### src/rtl/bee_pkg.sv
// ----------------------------------------------------------------------------
// Boolean expression equivalence package
// Shared item types, command codes, character constants and operator precedence.
// ----------------------------------------------------------------------------
package bee_pkg;

  typedef struct packed {
    logic [1:0] operation;
    logic [7:0] symbol;
  } in_item_t;

  typedef struct packed {
    logic       equivalent;
    logic       error;
    logic [4:0] variable_count;
  } out_item_t;

  localparam logic [1:0] OP_CLEAR   = 2'd0;
  localparam logic [1:0] OP_APPEND1 = 2'd1;
  localparam logic [1:0] OP_APPEND2 = 2'd2;
  localparam logic [1:0] OP_RUN     = 2'd3;

  localparam logic [7:0] CH_NOT  = 8'h7E;
  localparam logic [7:0] CH_AND  = 8'h26;
  localparam logic [7:0] CH_XOR  = 8'h5E;
  localparam logic [7:0] CH_OR   = 8'h7C;
  localparam logic [7:0] CH_LPAR = 8'h28;
  localparam logic [7:0] CH_RPAR = 8'h29;
  localparam logic [7:0] CH_ZERO = 8'h30;
  localparam logic [7:0] CH_ONE  = 8'h31;
  localparam logic [7:0] CH_A    = 8'h61;

  function automatic logic [2:0] prec(input logic [7:0] c);
    case (c)
      CH_NOT:  prec = 3'd4;
      CH_AND:  prec = 3'd3;
      CH_XOR:  prec = 3'd2;
      CH_OR:   prec = 3'd1;
      default: prec = 3'd0;
    endcase
  endfunction

endpackage

### src/rtl/bee_front.sv
// ----------------------------------------------------------------------------
// Command front end
// Takes commands, stores both expression texts and their lengths, and
// starts the back end on a run command.
// ----------------------------------------------------------------------------
module bee_front import bee_pkg::*; #(
  parameter int MAX_LEN = 128,
  parameter int AW      = $clog2(MAX_LEN),
  parameter int LW      = $clog2(MAX_LEN + 1)
) (
  input  logic          clk,
  input  logic          rst_n,
  input  logic          acc,
  input  in_item_t      item,
  input  logic          rd_sel,
  input  logic [AW-1:0] rd_addr,
  output logic [7:0]    rd_data,
  output logic [LW-1:0] len1,
  output logic [LW-1:0] len2,
  output logic          ovf,
  output logic          start
);

  logic [7:0]    text1 [MAX_LEN];
  logic [7:0]    text2 [MAX_LEN];
  logic [LW-1:0] len1_r, len2_r;
  logic          ovf_r;
  logic [7:0]    rd1_r, rd2_r;
  logic          sel_r;
  logic          wr1, wr2;

  assign wr1 = acc && (item.operation == OP_APPEND1) && (len1_r < LW'(MAX_LEN));
  assign wr2 = acc && (item.operation == OP_APPEND2) && (len2_r < LW'(MAX_LEN));

  always_ff @(posedge clk) begin
    if (wr1) begin
      text1[len1_r[AW-1:0]] <= item.symbol;
    end
    if (wr2) begin
      text2[len2_r[AW-1:0]] <= item.symbol;
    end
    rd1_r <= text1[rd_addr];
    rd2_r <= text2[rd_addr];
    sel_r <= rd_sel;
  end

  always_ff @(posedge clk) begin
    if (!rst_n) begin
      len1_r <= '0;
      len2_r <= '0;
      ovf_r  <= 1'b0;
    end else if (acc) begin
      case (item.operation)
        OP_CLEAR: begin
          len1_r <= '0;
          len2_r <= '0;
          ovf_r  <= 1'b0;
        end
        OP_APPEND1: begin
          if (wr1) len1_r <= len1_r + LW'(1);
          else     ovf_r  <= 1'b1;
        end
        OP_APPEND2: begin
          if (wr2) len2_r <= len2_r + LW'(1);
          else     ovf_r  <= 1'b1;
        end
        default: ;
      endcase
    end
  end

  assign rd_data = sel_r ? rd2_r : rd1_r;
  assign len1    = len1_r;
  assign len2    = len2_r;
  assign ovf     = ovf_r;
  assign start   = acc && (item.operation == OP_RUN);

endmodule

### config.mk
export PLATFORM = sky130hd
export DESIGN_NAME = bee_front
export DESIGN_NICKNAME = d
export VERILOG_FILES = /design/src/rtl/bee_pkg.sv /design/src/rtl/bee_front.sv
export SDC_FILE = /design/constraint.sdc
export NUM_CORES = 2
export LEC_CHECK = 0
export BUFFER_PORTS_ARGS = -buffer_cell sky130_fd_sc_hd__buf_2
export CORE_UTILIZATION = 60
export DETAILED_ROUTE_END_ITERATION = 16
export GPL_TIMING_DRIVEN = 0
export PLACE_DENSITY = 0.73
export SETUP_SLACK_MARGIN = 0.02
export SYNTH_ARGS = -nofsm -noshare
export SYNTH_HDL_FRONTEND = slang
export SYNTH_SLANG_ARGS = --single-unit
### constraint.sdc
create_clock -name clk -period 5 [get_ports clk]
set_input_delay 1.5 -clock clk [delete_from_list [all_inputs] [get_ports clk]]
set_output_delay 1.5 -clock clk [all_outputs]
set_load 0.01 [all_outputs]
=== Word level (Yosys, flattened, before mapping) ===
Memories as Yosys holds them, arrays and structs flattened. A register that Yosys moved wholly into a read port is not among the register bits.
Index checks and enable logic that the tools add are counted.

* Register bits: 18
* RAM bits: 2048
* Input bits: 21
* Output and inout bits: 26
* Word-level logic and storage cells: 41
* Memories kept: 2

{| class="wikitable"
|+ Memories
! memory !! depth !! bits a word !! read ports !! clocked after Yosys merged registers in !! wr ports !! line !! text
|-
| text1 || 128 || 8 || 1 || 1 || 1 || bee_front.sv:24 || <nowiki>logic [7:0] text1 [MAX_LEN];</nowiki>
|-
| text2 || 128 || 8 || 1 || 1 || 1 || bee_front.sv:25 || <nowiki>logic [7:0] text2 [MAX_LEN];</nowiki>
|}

* Add/sub/neg operators: 2
* Order comparisons: 2
* Eq/ne operators: 7
* Muxes and demuxes: 12
* Reduce and logical (&&, ||, !) cells: 12

{| class="wikitable"
|+ Operators by type and width
! cell !! number
|-
| $pmux 8 s2 || 2
|-
| $mux 8 || 3
|-
| $add 8x1->8 const B || 2
|-
| $lt 8x8->1 const B || 2
|-
| $ne 2x2->1 const B || 4
|-
| $mux 1 || 6
|-
| $reduce_and 3->1 || 2
|-
| $logic_and 1x1->1 || 5
|-
| $eq 2x2->1 const B || 2
|-
| $reduce_and 4->1 || 1
|-
| $reduce_bool 2->1 || 2
|-
| $pmux 1 s3 || 1
|-
| $reduce_bool 3->1 || 1
|-
| $eq 2x1->1 const B || 1
|-
| $logic_not 2->1 || 1
|}

=== Logic depth before layout (Yosys ltp) ===
* Word-level depth: 5
* Gate-level depth with buffers: 7
* Gate-level depth less buffers: 6

=== Worst setup path after synthesis ===
No wires, ideal clock.

* Kind: input-to-reg
* Start point: in rd_addr[0]
* End point: reg rd1_r[0] (read register of text1)
* Library setup time: 0.121 ns
* Arrival: 3.874 ns
* Required time: 4.879 ns
* Setup slack: 1.005 ns
* Stages on the path: 6
* Buffers on the path: 2
* Path through: buf_2 buf_1 mux4_2 mux4_2 mux4_2 mux2_2

{| class="wikitable"
|+ RTL lines
! what !! line !! text
|-
| start, declared || bee_front.sv:16 || <nowiki>input logic [AW-1:0] rd_addr,</nowiki>
|-
| end, declared || bee_front.sv:28 || <nowiki>logic [7:0] rd1_r, rd2_r;</nowiki>
|}

==> metrics.txt <==
fraction of registers with async set/reset 0; EDFF count, synth 2048; RSZ-0062 raised after global routing false; post-placement worst setup slack -1.02 ns; synthesis warning total 0; post-route ant nets 0; failing checks max-capacitance violations, max-slew violations, negative setup slack; Worst slew margin -0.0709; Filler Cell Count 7818; ratio of cells with drive above 1 in the final layout 0.294; Pleak 27.4 nW; synth unique cells 34; fin nets 3639; port bufs 39; reg2reg setup slack 0.87 ns; f_max 198 MHz; Hold Fails Final Rpt 0; clk_skew 0.0346 ns; Post-CTS Setup Inserts 0; Final WS setup -0.0440 ns; Least-Margin Pin Slew 1.61 ns; Syn Inst Count 3366; startpoint types input pin; most common cell after layout, fill and taps aside edfxtp_1; drt first pass iters 6; Row Count 133; critical path capture point type register; Util after Layout 0.678; final setup vio count 2; Area contributors post-synth edfxtp_1 77%, mux4_2 19%, nor2_1 1.3%; placed cell area 82800 sq um; CTS tree done; DR iter-0 viols 6283; fin crit share 1.01; cell taking the most area after synthesis edfxtp_1; CP Data Required Time 5.71 ns; I/O pins 47; Clock Latency Late Sink 0.82 ns; via count 38400; Synth Cell Area 80100 sq um; area delta synth->final 11.7%; initial core utilization 0.607; fin area 89500 sq um; Via density 6.94; Clock Pin Slew Worst Setup and Hold Paths 0.07 ns; shortest period the worst path allows 5.04 ns; kind of critical path in2reg; hold_buf cts 0; commonest cells after routing, fill and taps aside 2048 x edfxtp_1, 672 x mux4_2, 270 x nor2_1; Crit Path Max Fanout 10; Placed Cells 5168; pwr dens 406 nW/um^2; Avg WL per Cell 36.7 um; Core ar. 132000 sq um; pin count of the biggest net entering global routing 163; die width 367 um; post-cts resize count 2; Total GRT Usage 0.307; clk buf depth 3; vias in the first global route 38800; initial antenna violation count 23; Seq/Total Area, Yosys 0.776; predominant post-synthesis flop cell edfxtp_1; cts bufs inserted 197; Routed WL 203000 um; Worst EP arrival 5.75 ns; max capacitance violation total 9; H-tree levels 4; die area 135000 sq um; grt total ovfl 0; clk sinks 2082; gpl congestion 0.912; Remaining DRCs 0; Hold WC Path Type reg2reg; first-pass GRT wire length 286000 um; dpl hpwl 130000 um; Synth Net Count 3393; synthesized flop and latch total 2082; VDD IR max 0.348 mV; Die Height 367 um; Avg Cell Area, Syn 23.8 sq um; status complete, but fails checks; Root Driver clkbuf_16; Finished Layout Cells 5536; Max Slew Vio Count 65; top-area cell type share of the netlist area 0.767
==> flip-flops by register name, summed over array words and instances (netlist names) <==
register  count
len1          8
len2          8
ovf           1
rd1_r         8
rd2_r         8
sel_r         1
text1      1024
text2      1024
==> per-stage QoR <==
step / hold WS (ns) / TNS [ns] / total power [mW]
2_1_floorplan: 0.538 / 0 / 20.5
3_3_place_gp: 0.503 / -1548.62 / 21.3
3_5_place_dp: 0.551 / -521.99 / 21.3
4_1_cts: 0.561 / 0 / 36.4
5_1_grt: 0.572 / 0 / 37.1
6_report: 0.569 / -0.0685 / 36.3
==> kinds of logic (layout without fill, tap and decap cells) <==
group,count (synthesis),in the layout,share of synthesized area
fa+ha+maj,6,6,0.000937
mux,697,697,0.192
other cells,0,3,0
xor+xnor,4,4,0.000437
flops,2082,2082,0.776
compound gates,32,32,0.00244
simple gates,363,363,0.0184
buf+inv,182,594,0.00949
==> Yosys cell counts, types with 7 or more instances <==
master and n:
clkbuf_1 96, a21oi_1 7, o21ai_0 14, dfxtp_1 34
nor2_1 270, mux2_2 24, edfxtp_1 2048, buf_2 53
nand3_1 12, mux4_2 672, nor2b_1 18, nand2_1 45
buf_1 27
==> cell type report <==
cell class / instances / area, sq um / share of cell area
inverter: 4 / 15.0 / 0.000168
clock inverter: 136 / 1490 / 0.0166
antenna: 3 / 7.51 / 0.0000839
timing repair buffer: 47 / 495 / 0.00554
clock buffer: 229 / 5130 / 0.0574
buffer: 178 / 761 / 0.00850
tap: 1755 / 2200 / 0.0245
multi-input combinational: 1102 / 17200 / 0.192
sequential: 2082 / 62200 / 0.695
==> path summary, 6_finish.rpt <==
kind              startpoint       endpoint  cells after the start
setup / recovery  rd_addr[2]       rd2_r[5]                      7
hold / removal           ovf            ovf                      2
setup reg to reg     len1[0]  text1[100][6]                      5
hold reg to reg          ovf            ovf                      2
==> power by group <==
part           switching (mW)  internal, mW  leakage, nW  total, mW
clock network            6.46          8.90         3.23       15.4
logic                    1.10         0.686         5.47       1.79
registers              0.0111          19.2         18.7       19.2
total                    7.57          28.8         27.4       36.3
==> critical path, stage by stage <==
cell      delay [ns]
clkbuf_1        0.26
clkbuf_1        1.11
clkbuf_1        0.89
mux4_2          0.45
mux4_2          0.58
mux4_2          0.60
mux2_2          0.32
==> per-layer routing <==
metal | vias to the layer above | part of all wire | global-route usage
li1 | 14900 | - | -
met2 | 2735 | 0.47 | 0.465
met3 | 377 | 0.13 | 0.0903
met1 | 20400 | 0.36 | 0.434
met5 | - | 0.00042 | 0
met4 | 8 | 0.037 | 0.110
(Power assumes the default switching activity.)
