<file path="src/rtl/bee_pkg.sv">
// ----------------------------------------------------------------------------
// Boolean expression equivalence package
// Shared item types, command codes, character constants and operator precedence.
// ----------------------------------------------------------------------------
package bee_pkg;

  typedef struct packed {
    logic [1:0] operation;
    logic [7:0] symbol;
  } in_item_t;

  typedef struct packed {
    logic       equivalent;
    logic       error;
    logic [4:0] variable_count;
  } out_item_t;

  localparam logic [1:0] OP_CLEAR   = 2'd0;
  localparam logic [1:0] OP_APPEND1 = 2'd1;
  localparam logic [1:0] OP_APPEND2 = 2'd2;
  localparam logic [1:0] OP_RUN     = 2'd3;

  localparam logic [7:0] CH_NOT  = 8'h7E;
  localparam logic [7:0] CH_AND  = 8'h26;
  localparam logic [7:0] CH_XOR  = 8'h5E;
  localparam logic [7:0] CH_OR   = 8'h7C;
  localparam logic [7:0] CH_LPAR = 8'h28;
  localparam logic [7:0] CH_RPAR = 8'h29;
  localparam logic [7:0] CH_ZERO = 8'h30;
  localparam logic [7:0] CH_ONE  = 8'h31;
  localparam logic [7:0] CH_A    = 8'h61;

  function automatic logic [2:0] prec(input logic [7:0] c);
    case (c)
      CH_NOT:  prec = 3'd4;
      CH_AND:  prec = 3'd3;
      CH_XOR:  prec = 3'd2;
      CH_OR:   prec = 3'd1;
      default: prec = 3'd0;
    endcase
  endfunction

endpackage

</file>
<file path="src/rtl/bee_out_q.sv">
// ----------------------------------------------------------------------------
// Result queue
// Two-entry queue that holds finished results until they are taken.
// ----------------------------------------------------------------------------
module bee_out_q import bee_pkg::*; (
  input  logic      clk,
  input  logic      rst_n,
  input  logic      push,
  input  out_item_t din,
  output logic      full,
  input  logic      pop,
  output logic      empty,
  output out_item_t dout
);

  out_item_t  slot_r [2];
  logic       wp_r, rp_r;
  logic [1:0] cnt_r;
  logic       do_push, do_pop;

  assign full    = (cnt_r == 2'd2);
  assign empty   = (cnt_r == 2'd0);
  assign do_push = push && !full;
  assign do_pop  = pop && !empty;
  assign dout    = slot_r[rp_r];

  always_ff @(posedge clk) begin
    if (do_push) begin
      slot_r[wp_r] <= din;
    end
  end

  always_ff @(posedge clk) begin
    if (!rst_n) begin
      wp_r  <= 1'b0;
      rp_r  <= 1'b0;
      cnt_r <= 2'd0;
    end else begin
      if (do_push) wp_r <= !wp_r;
      if (do_pop)  rp_r <= !rp_r;
      cnt_r <= cnt_r + 2'(do_push) - 2'(do_pop);
    end
  end

endmodule

</file>
<file path="config.mk">
export PLATFORM = sky130hd
export DESIGN_NAME = bee_out_q
export DESIGN_NICKNAME = d
export VERILOG_FILES = /design/src/rtl/bee_pkg.sv /design/src/rtl/bee_out_q.sv
export SDC_FILE = /design/constraint.sdc
export NUM_CORES = 1
export LEC_CHECK = 0
export BUFFER_PORTS_ARGS = -buffer_cell sky130_fd_sc_hd__buf_2
export CAP_MARGIN = 10
export CELL_PAD_IN_SITES_DETAIL_PLACEMENT = 1
export CELL_PAD_IN_SITES_GLOBAL_PLACEMENT = 1
export CORE_MARGIN = 3
export CORE_UTILIZATION = 39
export DETAILED_ROUTE_END_ITERATION = 10
export PLACE_DENSITY = 0.74
export SLEW_MARGIN = 20
export SYNTH_ARGS = -nofsm -noshare
export SYNTH_HDL_FRONTEND = slang
export SYNTH_SLANG_ARGS = --single-unit
</file>
<file path="constraint.sdc">
create_clock -name clk -period 2.4 [get_ports clk]
set_clock_uncertainty 0.15 [all_clocks]
set_input_delay 0.24 -clock clk [delete_from_list [all_inputs] [get_ports clk]]
set_output_delay 0.24 -clock clk [all_outputs]
set_load 0.1 [all_outputs]
</file>
### After elaboration in Yosys (flattened, before gate mapping)

Memories as Yosys holds them, arrays and structs flattened. A register that Yosys moved wholly into a read port is not among the register bits.
Cells that the tools add are included.

| word-level totals | value |
|---|---|
| memories kept | 1 |
| register bits | 4 |
| output and inout port bits | 9 |
| bits in writable memories | 14 |
| input port bits | 11 |
| logic and storage cells | 18 |

Memories:

| name | words | width | rd ports | clocked after Yosys merged registers in | write ports | line | text |
|---|---|---|---|---|---|---|---|
| slot_r | 2 | 7 | 1 | 1 | 1 | bee_out_q.sv:16 | `out_item_t slot_r [2];` |

| operators by class | value |
|---|---|
| $add $sub $neg | 2 |
| muxes and demuxes | 4 |
| eq/ne operators | 1 |
| reductions and logical operators | 7 |

Operator list:

| operator | count |
|---|---|
| logical NOT 1 bit | 4 |
| 2-to-1 mux 1 bit | 4 |
| adder 2 x 1 -> 2 bit | 1 |
| == test 2 bit (second input constant) | 1 |
| logical AND 1 bit | 2 |
| logical NOT 2 bit | 1 |
| subtractor 2 x 1 -> 2 bit | 1 |

### Depth between registers and ports, before layout

| depth | value |
|---|---|
| word-level depth | 5 |
| mapped depth | 8 |
| depth with buffers taken out | 8 |

### Worst setup path before layout

OpenSTA, ideal clock, no wires.

| timing path | value |
|---|---|
| path type | reg2out |
| start point | register cnt_r[1] |
| end point | output empty |
| setup slack | 422 ps |
| stages on the path, launching flop included | 2 |
| data required time | 2010 ps |
| path buffers | 0 |
| arrival time | 1588 ps |
| cells stage by stage | dfxtp_1 > nor2_1 |

| between the ends | value |
|---|---|
| longest elaborated chain between the ends | 1 |

Ends and longest elaborated chain:

| what | line | text |
|---|---|---|
| start: declaration | bee_out_q.sv:18 | `logic [1:0] cnt_r;` |
| start signal: assignment | bee_out_q.sv:41 | `cnt_r <= cnt_r + 2'(do_push) - 2'(do_pop);` |
| logical NOT 2 bit | bee_out_q.sv:22 | `assign empty = (cnt_r == 2'd0);` |
| end: declaration | bee_out_q.sv:12 | `output logic empty,` |

No other way between the ends.

### Worst setup path in the final report

| timing path | value |
|---|---|
| start point | register cnt_r[0] |
| end point | register cnt_r[1] |

| between the ends | value |
|---|---|
| longest elaborated chain between the ends | 5 |

Ends and longest elaborated chain:

| what | line | text |
|---|---|---|
| == test 2 bit | bee_out_q.sv:21 | `assign full = (cnt_r == 2'd2);` |
| logical NOT 1 bit | bee_out_q.sv:23 | `assign do_push = push && !full;` |
| logical AND 1 bit | bee_out_q.sv:23 |  |
| adder 2 x 1 -> 2 bit | bee_out_q.sv:41 |  |
| subtractor 2 x 1 -> 2 bit * | bee_out_q.sv:41 |  |

Every way passes the cells marked *; elsewhere a longest branch is shown, timed or not.
A chain may end at the register's enable or synchronous reset.

==> results.yml <==
status:
  status: "finished, final reports clean"
clock_network:
  clock_path_buffers: 2
  insertion_delay_ns: 0.28
  cts-buffers-inserted: 3
  post_cts_buffers: 0
  cts.sinks: 19
  cts-hold-fix-buffers: 7
  tritoncts: "yes"
  cts_resized: 0
  clkSlewWorstSetupHoldPaths_ns: 0.10
  cts_root_buf: "clkbuf_4"
  h-tree-depth: 1
worst_setup_path:
  worst_ep_required_time_ns: 2.46
  reg2reg_depth: 8
  cp-end-kind: "flip-flop"
  reg2reg_from: "cnt_r[0]"
  r2r-end: "cnt_r[1]"
  critPathKind: "reg2reg"
  startpoint_type: "flip-flop"
  cp.arrival_ns: 1.94
  reg2reg_setup_slack_ns: 0.52
  crit_fanout: 4
cells_and_area:
  nets: 92
  area.growth.synth_to_final_pct: 29.4
  drive_gt1_frac: 0.397
  fillers: 201
  finalNonFillerCells: 103
  design_area_um2: 958
  n_antenna_cell: 0
drt:
  met1Wirelength_um: 528
  detail-route-antenna-nets: 0
  first_pass_iters: 4
  wl_met2_um: 843
  drc: 0
  routed_via_density: 4.50
  first_iter_violations: 2
  finalWirelength_um: 1440
  wire_per_inst_um: 14.0
  vias: 463
  met3_length_um: 50
  routed.top_layer: "met4"
yosys:
  syn_area_um2: 741
  ys_warn_count: 0
  synth.avg_cell_area_um2: 15.1
  syn-instance-count: 49
  ys_seq_area_frac: 0.703
  synth_fp_nets: 62
  ys_ff_latch: 19
  yosysUniqueCellTypes: 17
sta:
  tns_ns: 0
  post-route-min-period_ns: 1.88
  setup_violations: 0
  slew_headroom: 0.579
  layout_worst_path_cycle_share: 0.782
  slew_violations: 0
  hold_viol: 0
  tightest_slew_ns: 0.629
  rsz0062_at_grt: "false"
  fmax_mhz: 533
hold_path:
  hold_class: "in2reg"
  hold_depth: 2
  hold_path_end: "cnt_r[0]"
  worstHoldStart: "rst_n"
global_routing:
  grt_usage: 0.136
  overflow: 0
  grt_first_pass_wirelength_um: 2430
  grt_max_degree: 11
  grt_pass1_vias: 550
  antenna_found_initial: 0
floorplan:
  rows: 15
  start_util: 0.420
  ios: 20
  die_area_mm2: 0.00246
  die_h_um: 49.6
  die_x_um: 49.6
  core_mm2: 0.00176
placement:
  dp_hpwl_um: 934
  post-place-cells: 92
  place.gp.congestion: 0.695
  portBuffers: 19
  dpl_cell_area_um2: 862
job:
  drv_cap: 0
## flip-flops by register name, indices dropped and copies added, names as in the netlist, named ones only
| register | cells |
|---|---|
| cnt_r | 2 |
| rp_r | 1 |
| wp_r | 1 |
| slot_r | 14 |
## cells by family (layout without fill, tap and decap cells)
group                    after synthesis  count (layout)  synth area share
AO/OA/AOI/OAI                          1               1            0.0118
adder cells (fa/ha/maj)                2               2            0.0338
buffers and inverters                  4              33            0.0220
XOR/XNOR                               2               2            0.0237
AND/OR/NAND/NOR                       13              13            0.0862
multiplexers                           8               8             0.120
flip-flops                            19              19             0.703
## worst max-delay path, stage by stage (launching register included)
cell and delay [ns]:
dfxtp_1 0.38, nand2b_1 0.17, nand2_1 0.13, ha_1 0.30
inv_1 0.05, ha_1 0.18, xor2_1 0.15, and2_2 0.19
nor3_1 0.11
## routing by layer
layer  global-route usage  vias up
li1                     -      229
met1                0.130      222
met2                0.278       10
met3               0.0302        2
met4               0.0415        0
met5                    0        -
## worst max-delay path by stage
stage                          from       end  slack, ns  cells after the start
after floorplan            cnt_r[1]     empty       0.42                      1
after global placement     cnt_r[0]  cnt_r[1]       0.66                      8
after detailed placement   cnt_r[0]  cnt_r[1]       0.51                      8
after CTS                 flip-flop   dout[6]       0.51                      2
after global routing       cnt_r[0]  cnt_r[1]       0.39                      8
final                      cnt_r[0]  cnt_r[1]       0.52                      8
## cell usage in the layout, fill, tap and decap left out, drive strengths merged
cell type | synthesis | final
and2 | 2 | 2
and3 | 1 | 1
buf | 1 | 19
clkbuf | 0 | 4
dfxtp | 5 | 5
dlygate4sd3 | 0 | 7
edfxtp | 14 | 14
ha | 2 | 2
inv | 3 | 3
mux2 | 7 | 7
mux2i | 1 | 1
nand2 | 2 | 2
nand2b | 2 | 2
nor2 | 5 | 5
nor3 | 1 | 1
o21a | 1 | 1
xnor2 | 1 | 1
xor2 | 1 | 1
## cells in the mapped netlist
| master | number | area [um2] |
|---|---|---|
| edfxtp_1 | 14 | 420 |
| dfxtp_1 | 5 | 100 |
| xor2_1 | 1 | 8.76 |
| nor3_1 | 1 | 5.00 |
| xnor2_1 | 1 | 8.76 |
| mux2_2 | 7 | 78.8 |
| buf_2 | 1 | 5.00 |
| and3_1 | 1 | 6.26 |
| nand2_1 | 2 | 7.51 |
| inv_1 | 3 | 11.3 |
| nand2b_1 | 2 | 12.5 |
| ha_1 | 2 | 25.0 |
| and2_2 | 1 | 7.51 |
| nor2_1 | 5 | 18.8 |
| mux2i_1 | 1 | 10.0 |
| and2_1 | 1 | 6.26 |
| o21a_2 | 1 | 8.76 |
## metrics by stage
stage / utilization / setup slack (ns) / hold slack (ns)
floorplan: - / 0.422 / 0.189
global placement: 0.489 / 0.660 / 0.277
detailed placement: 0.489 / 0.514 / 0.282
CTS: 0.543 / 0.507 / 0.0590
global route: 0.543 / 0.388 / 0.101
finish: 0.543 / 0.523 / 0.0670
## area by class of cell
type                       instances  area, um2  area share
sequential                        19        520       0.543
multi-input combinational         26        204       0.213
timing repair buffer              26        165       0.172
tap                               25       31.3      0.0326
clock buffer                       4       26.3      0.0274
inverter                           3       11.3      0.0117
Power is left out: the tool's default activity adds up to more than one toggle a clock period on the data nets, which glitch-free logic cannot reach.
