--- src/rtl/bee_pkg.sv ---
// ----------------------------------------------------------------------------
// Boolean expression equivalence package
// Shared item types, command codes, character constants and operator precedence.
// ----------------------------------------------------------------------------
package bee_pkg;

  typedef struct packed {
    logic [1:0] operation;
    logic [7:0] symbol;
  } in_item_t;

  typedef struct packed {
    logic       equivalent;
    logic       error;
    logic [4:0] variable_count;
  } out_item_t;

  localparam logic [1:0] OP_CLEAR   = 2'd0;
  localparam logic [1:0] OP_APPEND1 = 2'd1;
  localparam logic [1:0] OP_APPEND2 = 2'd2;
  localparam logic [1:0] OP_RUN     = 2'd3;

  localparam logic [7:0] CH_NOT  = 8'h7E;
  localparam logic [7:0] CH_AND  = 8'h26;
  localparam logic [7:0] CH_XOR  = 8'h5E;
  localparam logic [7:0] CH_OR   = 8'h7C;
  localparam logic [7:0] CH_LPAR = 8'h28;
  localparam logic [7:0] CH_RPAR = 8'h29;
  localparam logic [7:0] CH_ZERO = 8'h30;
  localparam logic [7:0] CH_ONE  = 8'h31;
  localparam logic [7:0] CH_A    = 8'h61;

  function automatic logic [2:0] prec(input logic [7:0] c);
    case (c)
      CH_NOT:  prec = 3'd4;
      CH_AND:  prec = 3'd3;
      CH_XOR:  prec = 3'd2;
      CH_OR:   prec = 3'd1;
      default: prec = 3'd0;
    endcase
  endfunction

endpackage

--- src/rtl/bee_back.sv ---
// ----------------------------------------------------------------------------
// Conversion and evaluation engine
// Validates both texts, converts them to postfix with an operator stack and
// evaluates them under every assignment with a value stack.
// ----------------------------------------------------------------------------
module bee_back import bee_pkg::*; #(
  parameter int MAX_LEN  = 128,
  parameter int NUM_VARS = 26,
  parameter int AW       = $clog2(MAX_LEN),
  parameter int LW       = $clog2(MAX_LEN + 1)
) (
  input  logic          clk,
  input  logic          rst_n,
  input  logic          start,
  input  logic          ovf,
  input  logic [LW-1:0] len1,
  input  logic [LW-1:0] len2,
  output logic          txt_sel,
  output logic [AW-1:0] txt_addr,
  input  logic [7:0]    txt_data,
  output logic          busy,
  output logic          res_push,
  input  logic          res_full,
  output out_item_t     res
);

  localparam int PW = $clog2(2 * MAX_LEN);
  localparam int RW = $clog2(NUM_VARS + 1);
  localparam int VW = (NUM_VARS > 1) ? $clog2(NUM_VARS) : 1;
  localparam int CW = NUM_VARS + 1;
  localparam logic [7:0] VAR_END = 8'(97 + NUM_VARS);

  localparam logic [3:0] S_IDLE  = 4'd0;
  localparam logic [3:0] S_CREAD = 4'd1;
  localparam logic [3:0] S_CCHAR = 4'd2;
  localparam logic [3:0] S_CBIN  = 4'd3;
  localparam logic [3:0] S_CRPAR = 4'd4;
  localparam logic [3:0] S_CEND  = 4'd5;
  localparam logic [3:0] S_WAIT  = 4'd6;
  localparam logic [3:0] S_RANK  = 4'd7;
  localparam logic [3:0] S_EREAD = 4'd8;
  localparam logic [3:0] S_ETOK  = 4'd9;
  localparam logic [3:0] S_EDONE = 4'd10;
  localparam logic [3:0] S_FIN   = 4'd11;

  logic [3:0]    state_r, state_nxt, ret_r, ret_nxt;
  logic          sel_r, sel_nxt;
  logic [LW-1:0] idx_r, idx_nxt, top_r, top_nxt, depth_r, depth_nxt;
  logic [LW-1:0] n_r, n_nxt, sp_r, sp_nxt;
  logic [LW-1:0] plen0_r, plen0_nxt, plen1_r, plen1_nxt;
  logic          want_r, want_nxt;
  logic [7:0]    cur_r, cur_nxt;
  logic [NUM_VARS-1:0] mask_r, mask_nxt;
  logic [RW-1:0] k_r, k_nxt, cnt_r, cnt_nxt;
  logic [CW-1:0] asg_r, asg_nxt;
  logic          tv_r, tv_nxt, res0_r, res0_nxt;
  logic          err_r, err_nxt, eq_r, eq_nxt;
  logic [RW-1:0] rank_r [NUM_VARS];
  logic          rank_we;

  logic [7:0]    opstk [MAX_LEN];
  logic [7:0]    post  [2*MAX_LEN];
  logic          vstk  [MAX_LEN];
  logic [7:0]    op_rd_r, post_rd_r;
  logic          vs_rd_r;

  logic          op_we, post_we, vs_we;
  logic [7:0]    op_wdata, post_wdata;
  logic [PW-1:0] post_waddr, post_raddr;
  logic [AW-1:0] op_raddr, vs_raddr, vs_waddr;

  logic [7:0]    c;
  logic          c_var, c_opnd;
  logic [VW-1:0] c_idx;
  logic [LW-1:0] cur_len, cur_plen;
  logic          opnd_val;

  // Pops at the operator stack go to the postfix store of the current text.
  assign post_waddr = PW'(n_r) + (sel_r ? PW'(MAX_LEN) : PW'(0));
  assign post_raddr = PW'(idx_r) + (sel_r ? PW'(MAX_LEN) : PW'(0));
  assign op_raddr   = AW'(top_r - LW'(1));
  assign vs_raddr   = AW'(sp_r - LW'(2));
  assign vs_waddr   = AW'(sp_r - LW'(1));

  always_ff @(posedge clk) begin
    if (op_we) begin
      opstk[top_r[AW-1:0]] <= op_wdata;
    end
    if (post_we) begin
      post[post_waddr] <= post_wdata;
    end
    if (vs_we) begin
      vstk[vs_waddr] <= tv_r;
    end
    op_rd_r   <= opstk[op_raddr];
    post_rd_r <= post[post_raddr];
    vs_rd_r   <= vstk[vs_raddr];
  end

  always_ff @(posedge clk) begin
    if (rank_we) begin
      rank_r[k_r[VW-1:0]] <= cnt_r;
    end
  end

  assign c        = (state_r == S_ETOK) ? post_rd_r : txt_data;
  assign c_var    = (c >= CH_A) && (c < VAR_END);
  assign c_opnd   = c_var || (c == CH_ZERO) || (c == CH_ONE);
  assign c_idx    = VW'(c - CH_A);
  assign cur_len  = sel_r ? len2 : len1;
  assign cur_plen = sel_r ? plen1_r : plen0_r;
  assign opnd_val = c_var ? asg_r[rank_r[c_idx]] : (c == CH_ONE);

  assign txt_sel  = sel_r;
  assign txt_addr = idx_r[AW-1:0];

  always_comb begin
    state_nxt  = state_r;
    ret_nxt    = ret_r;
    sel_nxt    = sel_r;
    idx_nxt    = idx_r;
    top_nxt    = top_r;
    depth_nxt  = depth_r;
    n_nxt      = n_r;
    sp_nxt     = sp_r;
    plen0_nxt  = plen0_r;
    plen1_nxt  = plen1_r;
    want_nxt   = want_r;
    cur_nxt    = cur_r;
    mask_nxt   = mask_r;
    k_nxt      = k_r;
    cnt_nxt    = cnt_r;
    asg_nxt    = asg_r;
    tv_nxt     = tv_r;
    res0_nxt   = res0_r;
    err_nxt    = err_r;
    eq_nxt     = eq_r;
    rank_we    = 1'b0;
    op_we      = 1'b0;
    op_wdata   = c;
    post_we    = 1'b0;
    post_wdata = c;
    vs_we      = 1'b0;
    res_push   = 1'b0;

    case (state_r)
      S_IDLE: begin
        if (start) begin
          err_nxt   = ovf;
          eq_nxt    = 1'b0;
          mask_nxt  = '0;
          sel_nxt   = 1'b0;
          idx_nxt   = '0;
          top_nxt   = '0;
          depth_nxt = '0;
          n_nxt     = '0;
          want_nxt  = 1'b1;
          state_nxt = ovf ? S_FIN : S_CREAD;
        end
      end
      S_CREAD: begin
        state_nxt = (idx_r == cur_len) ? S_CEND : S_CCHAR;
      end
      S_CCHAR: begin
        cur_nxt = c;
        if (c_opnd) begin
          if (!want_r) begin
            err_nxt   = 1'b1;
            state_nxt = S_FIN;
          end else begin
            if (c_var) mask_nxt[c_idx] = 1'b1;
            post_we   = 1'b1;
            n_nxt     = n_r + LW'(1);
            want_nxt  = 1'b0;
            idx_nxt   = idx_r + LW'(1);
            state_nxt = S_CREAD;
          end
        end else if (c == CH_LPAR || c == CH_NOT) begin
          if (!want_r || top_r >= LW'(MAX_LEN)) begin
            err_nxt   = 1'b1;
            state_nxt = S_FIN;
          end else begin
            if (c == CH_LPAR) depth_nxt = depth_r + LW'(1);
            op_we     = 1'b1;
            top_nxt   = top_r + LW'(1);
            idx_nxt   = idx_r + LW'(1);
            state_nxt = S_CREAD;
          end
        end else if (c == CH_AND || c == CH_XOR || c == CH_OR) begin
          if (want_r) begin
            err_nxt   = 1'b1;
            state_nxt = S_FIN;
          end else begin
            state_nxt = S_CBIN;
          end
        end else if (c == CH_RPAR) begin
          if (want_r || depth_r == '0) begin
            err_nxt   = 1'b1;
            state_nxt = S_FIN;
          end else begin
            state_nxt = S_CRPAR;
          end
        end else begin
          err_nxt   = 1'b1;
          state_nxt = S_FIN;
        end
      end
      S_CBIN: begin
        if (top_r != '0 && prec(op_rd_r) >= prec(cur_r)) begin
          post_we    = 1'b1;
          post_wdata = op_rd_r;
          n_nxt      = n_r + LW'(1);
          top_nxt    = top_r - LW'(1);
          ret_nxt    = S_CBIN;
          state_nxt  = S_WAIT;
        end else if (top_r >= LW'(MAX_LEN)) begin
          err_nxt   = 1'b1;
          state_nxt = S_FIN;
        end else begin
          op_we     = 1'b1;
          op_wdata  = cur_r;
          top_nxt   = top_r + LW'(1);
          want_nxt  = 1'b1;
          idx_nxt   = idx_r + LW'(1);
          state_nxt = S_CREAD;
        end
      end
      S_CRPAR: begin
        if (top_r != '0 && op_rd_r != CH_LPAR) begin
          post_we    = 1'b1;
          post_wdata = op_rd_r;
          n_nxt      = n_r + LW'(1);
          top_nxt    = top_r - LW'(1);
          ret_nxt    = S_CRPAR;
          state_nxt  = S_WAIT;
        end else begin
          if (top_r != '0) top_nxt = top_r - LW'(1);
          depth_nxt = depth_r - LW'(1);
          idx_nxt   = idx_r + LW'(1);
          state_nxt = S_CREAD;
        end
      end
      S_CEND: begin
        if (want_r || depth_r != '0) begin
          err_nxt   = 1'b1;
          state_nxt = S_FIN;
        end else if (top_r != '0) begin
          post_we    = 1'b1;
          post_wdata = op_rd_r;
          n_nxt      = n_r + LW'(1);
          top_nxt    = top_r - LW'(1);
          ret_nxt    = S_CEND;
          state_nxt  = S_WAIT;
        end else if (!sel_r) begin
          plen0_nxt = n_r;
          sel_nxt   = 1'b1;
          idx_nxt   = '0;
          top_nxt   = '0;
          depth_nxt = '0;
          n_nxt     = '0;
          want_nxt  = 1'b1;
          state_nxt = S_CREAD;
        end else begin
          plen1_nxt = n_r;
          k_nxt     = '0;
          cnt_nxt   = '0;
          state_nxt = S_RANK;
        end
      end
      S_WAIT: begin
        // The stack reads are registered, so wait here until they follow the moved top.
        state_nxt = ret_r;
      end
      S_RANK: begin
        rank_we = 1'b1;
        if (mask_r[k_r[VW-1:0]]) cnt_nxt = cnt_r + RW'(1);
        if (k_r == RW'(NUM_VARS - 1)) begin
          asg_nxt   = '0;
          sel_nxt   = 1'b0;
          idx_nxt   = '0;
          sp_nxt    = '0;
          state_nxt = S_EREAD;
        end else begin
          k_nxt = k_r + RW'(1);
        end
      end
      S_EREAD: begin
        state_nxt = (idx_r == cur_plen) ? S_EDONE : S_ETOK;
      end
      S_ETOK: begin
        idx_nxt   = idx_r + LW'(1);
        state_nxt = S_EREAD;
        if (c_opnd) begin
          if (sp_r != '0) vs_we = 1'b1;
          tv_nxt = opnd_val;
          sp_nxt = sp_r + LW'(1);
        end else if (c == CH_NOT) begin
          tv_nxt = !tv_r;
        end else begin
          sp_nxt = sp_r - LW'(1);
          if (c == CH_AND)      tv_nxt = vs_rd_r & tv_r;
          else if (c == CH_XOR) tv_nxt = vs_rd_r ^ tv_r;
          else                  tv_nxt = vs_rd_r | tv_r;
        end
      end
      S_EDONE: begin
        idx_nxt = '0;
        sp_nxt  = '0;
        if (!sel_r) begin
          res0_nxt  = tv_r;
          sel_nxt   = 1'b1;
          state_nxt = S_EREAD;
        end else if (tv_r != res0_r) begin
          eq_nxt    = 1'b0;
          state_nxt = S_FIN;
        end else if (CW'(asg_r + CW'(1)) == (CW'(1) << cnt_r)) begin
          eq_nxt    = 1'b1;
          state_nxt = S_FIN;
        end else begin
          asg_nxt   = asg_r + CW'(1);
          sel_nxt   = 1'b0;
          state_nxt = S_EREAD;
        end
      end
      S_FIN: begin
        if (!res_full) begin
          res_push  = 1'b1;
          state_nxt = S_IDLE;
        end
      end
      default: state_nxt = S_IDLE;
    endcase
  end

  always_ff @(posedge clk) begin
    if (!rst_n) begin
      state_r <= S_IDLE;
      ret_r   <= S_IDLE;
      mask_r  <= '0;
      asg_r   <= '0;
      err_r   <= 1'b0;
      eq_r    <= 1'b0;
    end else begin
      state_r <= state_nxt;
      ret_r   <= ret_nxt;
      mask_r  <= mask_nxt;
      asg_r   <= asg_nxt;
      err_r   <= err_nxt;
      eq_r    <= eq_nxt;
    end
  end

  always_ff @(posedge clk) begin
    sel_r   <= sel_nxt;
    idx_r   <= idx_nxt;
    top_r   <= top_nxt;
    depth_r <= depth_nxt;
    n_r     <= n_nxt;
    sp_r    <= sp_nxt;
    plen0_r <= plen0_nxt;
    plen1_r <= plen1_nxt;
    want_r  <= want_nxt;
    cur_r   <= cur_nxt;
    k_r     <= k_nxt;
    cnt_r   <= cnt_nxt;
    tv_r    <= tv_nxt;
    res0_r  <= res0_nxt;
  end

  assign busy               = (state_r != S_IDLE);
  assign res.equivalent     = !err_r && eq_r;
  assign res.error          = err_r;
  assign res.variable_count = err_r ? 5'd0 : 5'(cnt_r);

endmodule

--- config.mk ---
export PLATFORM = sky130hd
export DESIGN_NAME = bee_back
export DESIGN_NICKNAME = d
export VERILOG_FILES = /design/src/rtl/bee_pkg.sv /design/src/rtl/bee_back.sv
export SDC_FILE = /design/constraint.sdc
export NUM_CORES = 2
export LEC_CHECK = 0
export BUFFER_PORTS_ARGS = -buffer_cell sky130_fd_sc_hd__buf_2
export CORE_UTILIZATION = 50
export DETAILED_ROUTE_END_ITERATION = 12
export GPL_ROUTABILITY_DRIVEN = 0
export GPL_TIMING_DRIVEN = 0
export PLACE_DENSITY = 0.66
export REMOVE_ABC_BUFFERS = 1
export SLEW_MARGIN = 20
export SYNTH_ARGS = -nofsm -noshare
export SYNTH_HDL_FRONTEND = slang
export SYNTH_SLANG_ARGS = --single-unit
--- constraint.sdc ---
create_clock -name clk -period 10.4 [get_ports clk]
set_clock_uncertainty 0.15 [all_clocks]
set_input_delay 1.04 -clock clk [delete_from_list [all_inputs] [get_ports clk]]
set_output_delay 1.04 -clock clk [all_outputs]
set_load 0.1 [all_outputs]
### Yosys cells after proc, flatten, opt, wreduce, memory -nomap -nowiden

Memory sizes are Yosys's and may differ from the RTL's. A register that Yosys moved wholly into a read port is not among the register bits.
Cells that the tools add are included.

* register bits: 141
* bits in writable memories: 3330
* bits of input ports: 29
* output and inout port bits: 17
* word-level logic and storage cells: 351
* memories: 4

* add/subtract/negate cells: 15
* $lt $le $gt $ge: 8
* equal/unequal tests: 72
* shifts and indexed selects: 1
* muxes and demuxes: 173
* bitwise operators: 7
* reductions and logical operators: 51

Memories
* post: depth 256, bits a word 8, read ports 1, clocked after memory_dff 1, wr ports 1, RTL line bee_back.sv:62 `logic [7:0] post [2*MAX_LEN];`
* opstk: depth 128, bits a word 8, read ports 1, clocked after memory_dff 1, wr ports 1, RTL line bee_back.sv:61 `logic [7:0] opstk [MAX_LEN];`
* rank_r: depth 26, bits a word 5, read ports 1, clocked after memory_dff 0, wr ports 1, RTL line bee_back.sv:58 `logic [RW-1:0] rank_r [NUM_VARS];`
* vstk: depth 128, bits a word 1, read ports 1, clocked after memory_dff 1, wr ports 1, RTL line bee_back.sv:63 `logic vstk [MAX_LEN];`

Operators with widths (number)
* $mux W8: 45
* $mux W27: 4
* $mux W26: 4
* $pmux W8 S5: 2
* $mux W4: 19
* $eq A8 B7 Y1 const B: 9
* $pmux W8 S8: 1
* $mux W1: 62
* $eq A8 B6 Y1 const B: 7
* $ne A2 B2 Y1 const B: 27
* $pmux W27 S2: 1
* $pmux W26 S2: 1
* $pmux W4 S12: 1
* $pmux W8 S3: 2
* $add A8 B1 Y8 const B: 5
* $pmux W8 S4: 1
* $reduce_bool A8 Y1: 4
* $mux W5: 6
* $reduce_and A5 Y1: 6
* $add A27 B1 Y27 const B: 1
* $eq A27 B27 Y1: 1
* $ne A3 B3 Y1 const B: 9
* $shl A1 B5 Y27 const A: 1
* $or A26 B26 Y26: 1
* 51 further kinds: 107

### Longest topological paths before layout

* depth after elaboration: 12
* depth in mapped cells: 16
* depth with buffers taken out: 15

### Least setup slack after synthesis

No wires, ideal clock.

* path kind: reg-to-reg
* start point: register cur_r[3]
* end point: memory post[0][7], data pin
* setup time: 1577 ps
* data arrival time: 9515 ps
* data required time: 8673 ps
* path slack: -842 ps
* cell stages (with the launch flop): 14
* buffers on the path: 2
* clock period less this slack: 11242 ps
* cell sequence: edfxtp_1 -> nor4b_1 -> a22o_1 -> ha_1 -> nand2b_1 -> a21o_1 -> a21oi_1 -> nor2_1 -> o221a_2 -> nand2_1 -> clkbuf_1 -> clkbuf_1 -> a21oi_1 -> a21oi_1

* longest elaborated chain between the ends: 7
* elaborated cells on any way between the ends: 10
* classes of those cells: order compare (1); eq/ne (4); mux (4); reduce/logical (1)

RTL lines
* start: declaration: RTL line bee_back.sv:52 `logic [7:0] cur_r, cur_nxt;`
* start signal: assignment: RTL line bee_back.sv:363 `cur_r <= cur_nxt;`
* $eq A8 B7 Y1 or $eq A8 B6 Y1 (tied branches): RTL line bee_pkg.sv:34 `case (c)`
* $pmux W3 S4 (*): RTL line bee_pkg.sv:34
* $mux W3 (*): RTL line bee_back.sv:146 `case (state_r)`
* $ge A3 B3 Y1 (*): RTL line bee_back.sv:209 `if (top_r != '0 && prec(op_rd_r) >= prec(cur_r)) begin`
* $logic_and A1 B1 Y1 (*): RTL line bee_back.sv:209
* $mux W8 (*): RTL line bee_back.sv:209
* $pmux W8 S3 (*): RTL line bee_back.sv:146
* named net post_wdata[7]: RTL line bee_back.sv:68 `logic [7:0] op_wdata, post_wdata;`
* end: declaration: RTL line bee_back.sv:62

Mark *: on every way through the listed nets, which the timed path passes. The rest lies on a longest branch. The select of a mux whose other input is x is not followed.

### Worst setup path in the final report

* start point: register state_r[0]
* end point: memory post[18][5] (enable)

* longest elaborated chain between the ends: 10
* elaborated cells on any way between the ends: 17
* classes of those cells: order compare (2); eq/ne (7); mux (5); reduce/logical (3)

RTL lines
* start: declaration: RTL line bee_back.sv:46 `logic [3:0] state_r, state_nxt, ret_r, ret_nxt;`
* start signal: assignment: RTL line bee_back.sv:344 `state_r <= state_nxt;`
* $eq A4 B4 Y1: RTL line bee_back.sv:106 `assign c = (state_r == S_ETOK) ? post_rd_r : txt_data;`
* $mux W8: RTL line bee_back.sv:106
* $ge A8 B7 Y1 or $lt A8 B7 Y1 (tied branches): RTL line bee_back.sv:107 `assign c_var = (c >= CH_A) && (c < VAR_END);`
* $logic_and A1 B1 Y1: RTL line bee_back.sv:107
* $logic_or A1 B1 Y1 (2 in a row): RTL line bee_back.sv:108 `assign c_opnd = c_var || (c == CH_ZERO) || (c == CH_ONE);`
* $mux W1: RTL line bee_back.sv:166 `if (c_opnd) begin`
* $pmux W1 S4 (*): RTL line bee_back.sv:146
* $mux W1 (*): RTL line bee_back.sv:89 `if (post_we) begin`
* $mux W1 (not written as such) (*): RTL line bee_back.sv:90 `post[post_waddr] <= post_wdata;`

Mark *: on every way between the ends. The rest lies on a longest branch, timed or not.

==> impl_results.md <==
- Startpoint types: flip-flop
- Chip width: between 500 and 600 um
- Max frequency: around 140 MHz
- Yosys warnings: 0
- FP Rows: ~190
- Mean Syn Cell Area: between 20 and 25 um2
- Net switching power: about 0.014 W
- VDD IR max: approximately 0.23 mV
- WL/cell: just under 30 um
- Seq pwr share: 0.375
- WP data arrival: just under 8000 ps
- Power Total: about 0.045 W
- Total global-route track usage: 0.234
- Initial Util: 0.502
- Ys flop type: edfxtp_1
- Vias in the first global route: roughly 70k
- Worst path cell trace: nand4bb_4 > buf_12 > inv_4 > mux2i_1 > o2111ai_1 > a21oi_2 > a21oi_2 > nand2b_1 > o21ai_1 > nor3b_2 > nand2_4 > nor2_1
- # H-tree levels: 5
- Net Sw Frac: 0.311
- Clk buf depth: 4
- Slew Viols, Final: 0
- Clock-pin slew on the worst setup and hold paths: approximately 60 ps
- Delay-heaviest family, CP: simple AND/OR/NAND/NOR gates
- DR vias: ~69k
- Setup TNS Final: 0 ps
- NumNets Final: ~7.2k
- Combinational share of power: 0.347
- Most used cell, CP: a21oi_2
- Reg2reg start: state_r[0]
- Antenna-violating nets left: 0
- Core Area: 279000 um2
- Final cycle utilization of the critical path: 0.708
- Unrepaired setup endpoints after global routing: no
- Synth unique cells: ~100
- First-pass GRT wire length: ~500 mm
- Utilization after layout: 0.581
- Pwr dens: approximately 280 nW/um2
- Final hold violation count: 0
- Share of power burned in the clock network: 0.278
- CTS buffer count: between 300 and 400
- Vias/cell: about 6.2
- I/O Buffers: between 40 and 50
- Ports: 46
- CTS Root Cell: clkbuf_16
- Mapped Area: around 140000 um2
- FF+latch count, synth: 3487
- R2R Path End: post[18][5]
- CP max FO: 24
- Worst Path Required: approximately 11000 ps
- Run status: finished, final reports clean
- P_int: around 0.031 W
- Final WS setup: a little over 3000 ps
- WP buf/inv: 2
- Slew headroom: 0.175
- Pin count of the biggest net entering global routing: 50
- Post-CTS Setup Bufs: 0
- Fillers: around 20k
- Pre-antenna DRT Iters: 6
- Tmin final: 7370 ps
- DP Cell Count: about 11k
- Hold endpoint: mask_r[6]
- Chip Height: 532 um
- Setup violators final: 0
- Number of flops mapped to enable cells by yosys: 3408
- Leak: about 50 nW
- Pre-CTS setup slack: approximately 3000 ps
- HP Class: reg2reg
- Dpl hpwl: 217 mm
- DRC Markers: 0
- FF-to-FF setup slack: ~3000 ps
- Ratio of cells with drive above 1 in the final layout: 0.276
- Worst path max stage delay: 910 ps
- Hold Path Origin: mask_r[6]
- Routed WL: roughly 330 mm
- Sequential-to-total area share from yosys stat: 0.741
- WS Path Type: reg2reg
- Total grt overflow: 0
- CP endpoint kind: flip-flop
- Area growth syn-to-layout: 15.8%
- Starting DRC count in detailed routing: 8026
- Slowest-stage cell, CP: nor2_1
- Hold depth: 2
- Antenna violations before repair: 21
- Mapped Cells: between 6k and 7k
- Reg2Reg Depth: 12
- Worst-Skew Late Latency: ~950 ps
- CTS tree: yes
- Worst Max-Slew Pin Slew: 1240 ps
- # clock sinks: approximately 3.5k
- DIE AREA: roughly 280000 um2
- Cell Count, Final, Fillers Out: about 11k
- Post-synth ARST share: 0
- Max-Cap Viols: 0
- Hold-fix buffers, CTS: 0
- Cts repair resizes: 0
cells in the final DEF, fill, tap and decap left out, types with 35 or more instances in the layout:
cell and count:
a21oi_1 70, buf_16 159, buf_2 47, buf_8 149, clkbuf_1 89, clkbuf_16 364, clkinv_1 79, dfxtp_1 79
edfxtp_1 3408, ha_1 35, inv_1 43, mux2i_1 67, mux4_2 1062, nand2_1 200, nand3_1 76, nor2_1 699
nor3_1 44, o21ai_0 64, xnor2_1 68, xor2_1 37
worst max path at each step:
| stage | startpoint | to | slack [ps] | cells past startpoint |
|---|---|---|---|---|
| after floorplan | idx_r[0] | post_rd_r[1] | -12290 | 6 |
| after global placement | top_r[0] | post[120][5] | -24450 | 8 |
| after detailed placement | state_r[0] | post[18][1] | 3080 | 12 |
| after CTS | state_r[0] | post[18][5] | 3040 | 12 |
| after global routing | state_r[0] | post[18][1] | 2890 | 12 |
| final | state_r[0] | post[18][5] | 3030 | 12 |
power groups by stage:
stage,Combinational (W),Clock (W),Sequential (W)
CTS,0.0159,0.0128,0.0170
finish,0.0158,0.0126,0.0170
global placement,0.0127,0,0.0195
detailed placement,0.0158,0,0.0173
floorplan,0.0107,0,0.0187
global route,0.0164,0.0133,0.0170
worst register-to-register path: cells and delay by family (launching register included):
family | cells | cell delay (ps)
buf+inv | 2 | 540
mux | 1 | 800
compound gates | 4 | 1600
flops | 1 | 840
simple gates | 5 | 3050
cells in the mapped netlist (9+ instances only):
cell type | count | area share
dfxtp_1 | 79 | 0.011
and3_1 | 13 | 0.00058
nand4_1 | 24 | 0.0011
clkbuf_1 | 216 | 0.0058
mux4_2 | 1062 | 0.17
a211oi_1 | 17 | 0.00091
o31ai_1 | 11 | 0.00059
edfxtp_1 | 3408 | 0.73
a21oi_1 | 86 | 0.0031
or3_1 | 13 | 0.00058
a22oi_1 | 10 | 0.00054
nor4_1 | 18 | 0.00080
mux2_2 | 19 | 0.0015
a31oi_1 | 21 | 0.00094
buf_2 | 44 | 0.0016
ha_1 | 36 | 0.0032
mux2i_1 | 67 | 0.0048
buf_4 | 18 | 0.00096
nand2b_1 | 21 | 0.00094
o21ai_1 | 12 | 0.00043
xor2_1 | 39 | 0.0024
nand3_1 | 80 | 0.0029
xnor2_1 | 72 | 0.0045
nor3_1 | 45 | 0.0016
o21ai_0 | 64 | 0.0023
o22ai_1 | 9 | 0.00040
nor2b_1 | 25 | 0.0011
buf_6 | 11 | 0.00088
and2_1 | 12 | 0.00054
nand2_1 | 217 | 0.0058
nor3b_1 | 14 | 0.00075
inv_1 | 43 | 0.0012
nor2_1 | 699 | 0.019
buf_1 | 110 | 0.0029
cell families (layout without fill, tap and decap cells):
family | count (synthesis) | count (layout) | share of synthesized area
other | 0 | 1 | 0
adders and majority gates | 37 | 37 | 0.00336
buffers and inverters | 452 | 1081 | 0.0138
and+or+nand+nor | 1254 | 1254 | 0.0404
muxes | 1158 | 1158 | 0.178
AOI/OAI and AO/OA | 324 | 324 | 0.0153
xor gates and xnor gates | 114 | 114 | 0.00742
DFF | 3487 | 3487 | 0.741
flip-flops by register name, summed over array words and instances (netlist names), 26 cells and up:
name and cells:
opstk 1024, mask_r 26, asg_r 27, post 2048, rank_r 130, vstk 128
cell type report:
class | instances | area (um2) | share of cell area
Antenna cell | 1 | 2.50 | 0.0000154
Clock buffer | 458 | 9510 | 0.0586
Clock inverter | 181 | 1950 | 0.0120
Inverter | 50 | 190 | 0.00117
Multi-Input combinational cell | 2887 | 34800 | 0.214
Sequential cell | 3487 | 104000 | 0.640
Tap cell | 3724 | 4660 | 0.0287
Timing Repair Buffer | 392 | 7300 | 0.0450
per-stage QoR:
step	area (um2)	hold WS, ps
CTS	162000	307
floorplan	138000	273
detailed placement	151000	307
finish	162000	318
global placement	143000	292
global route	162000	342
per-layer routing:
layer  track usage  vias to the layer above  wire length, um
met1         0.334                    37103           135000
li1              -                    28899                -
met2         0.375                     2822           162000
met4        0.0625                       28             8750
met5             0                        -              194
met3        0.0399                      549            25100
Note: power is estimated with default switching activity, not from simulation.
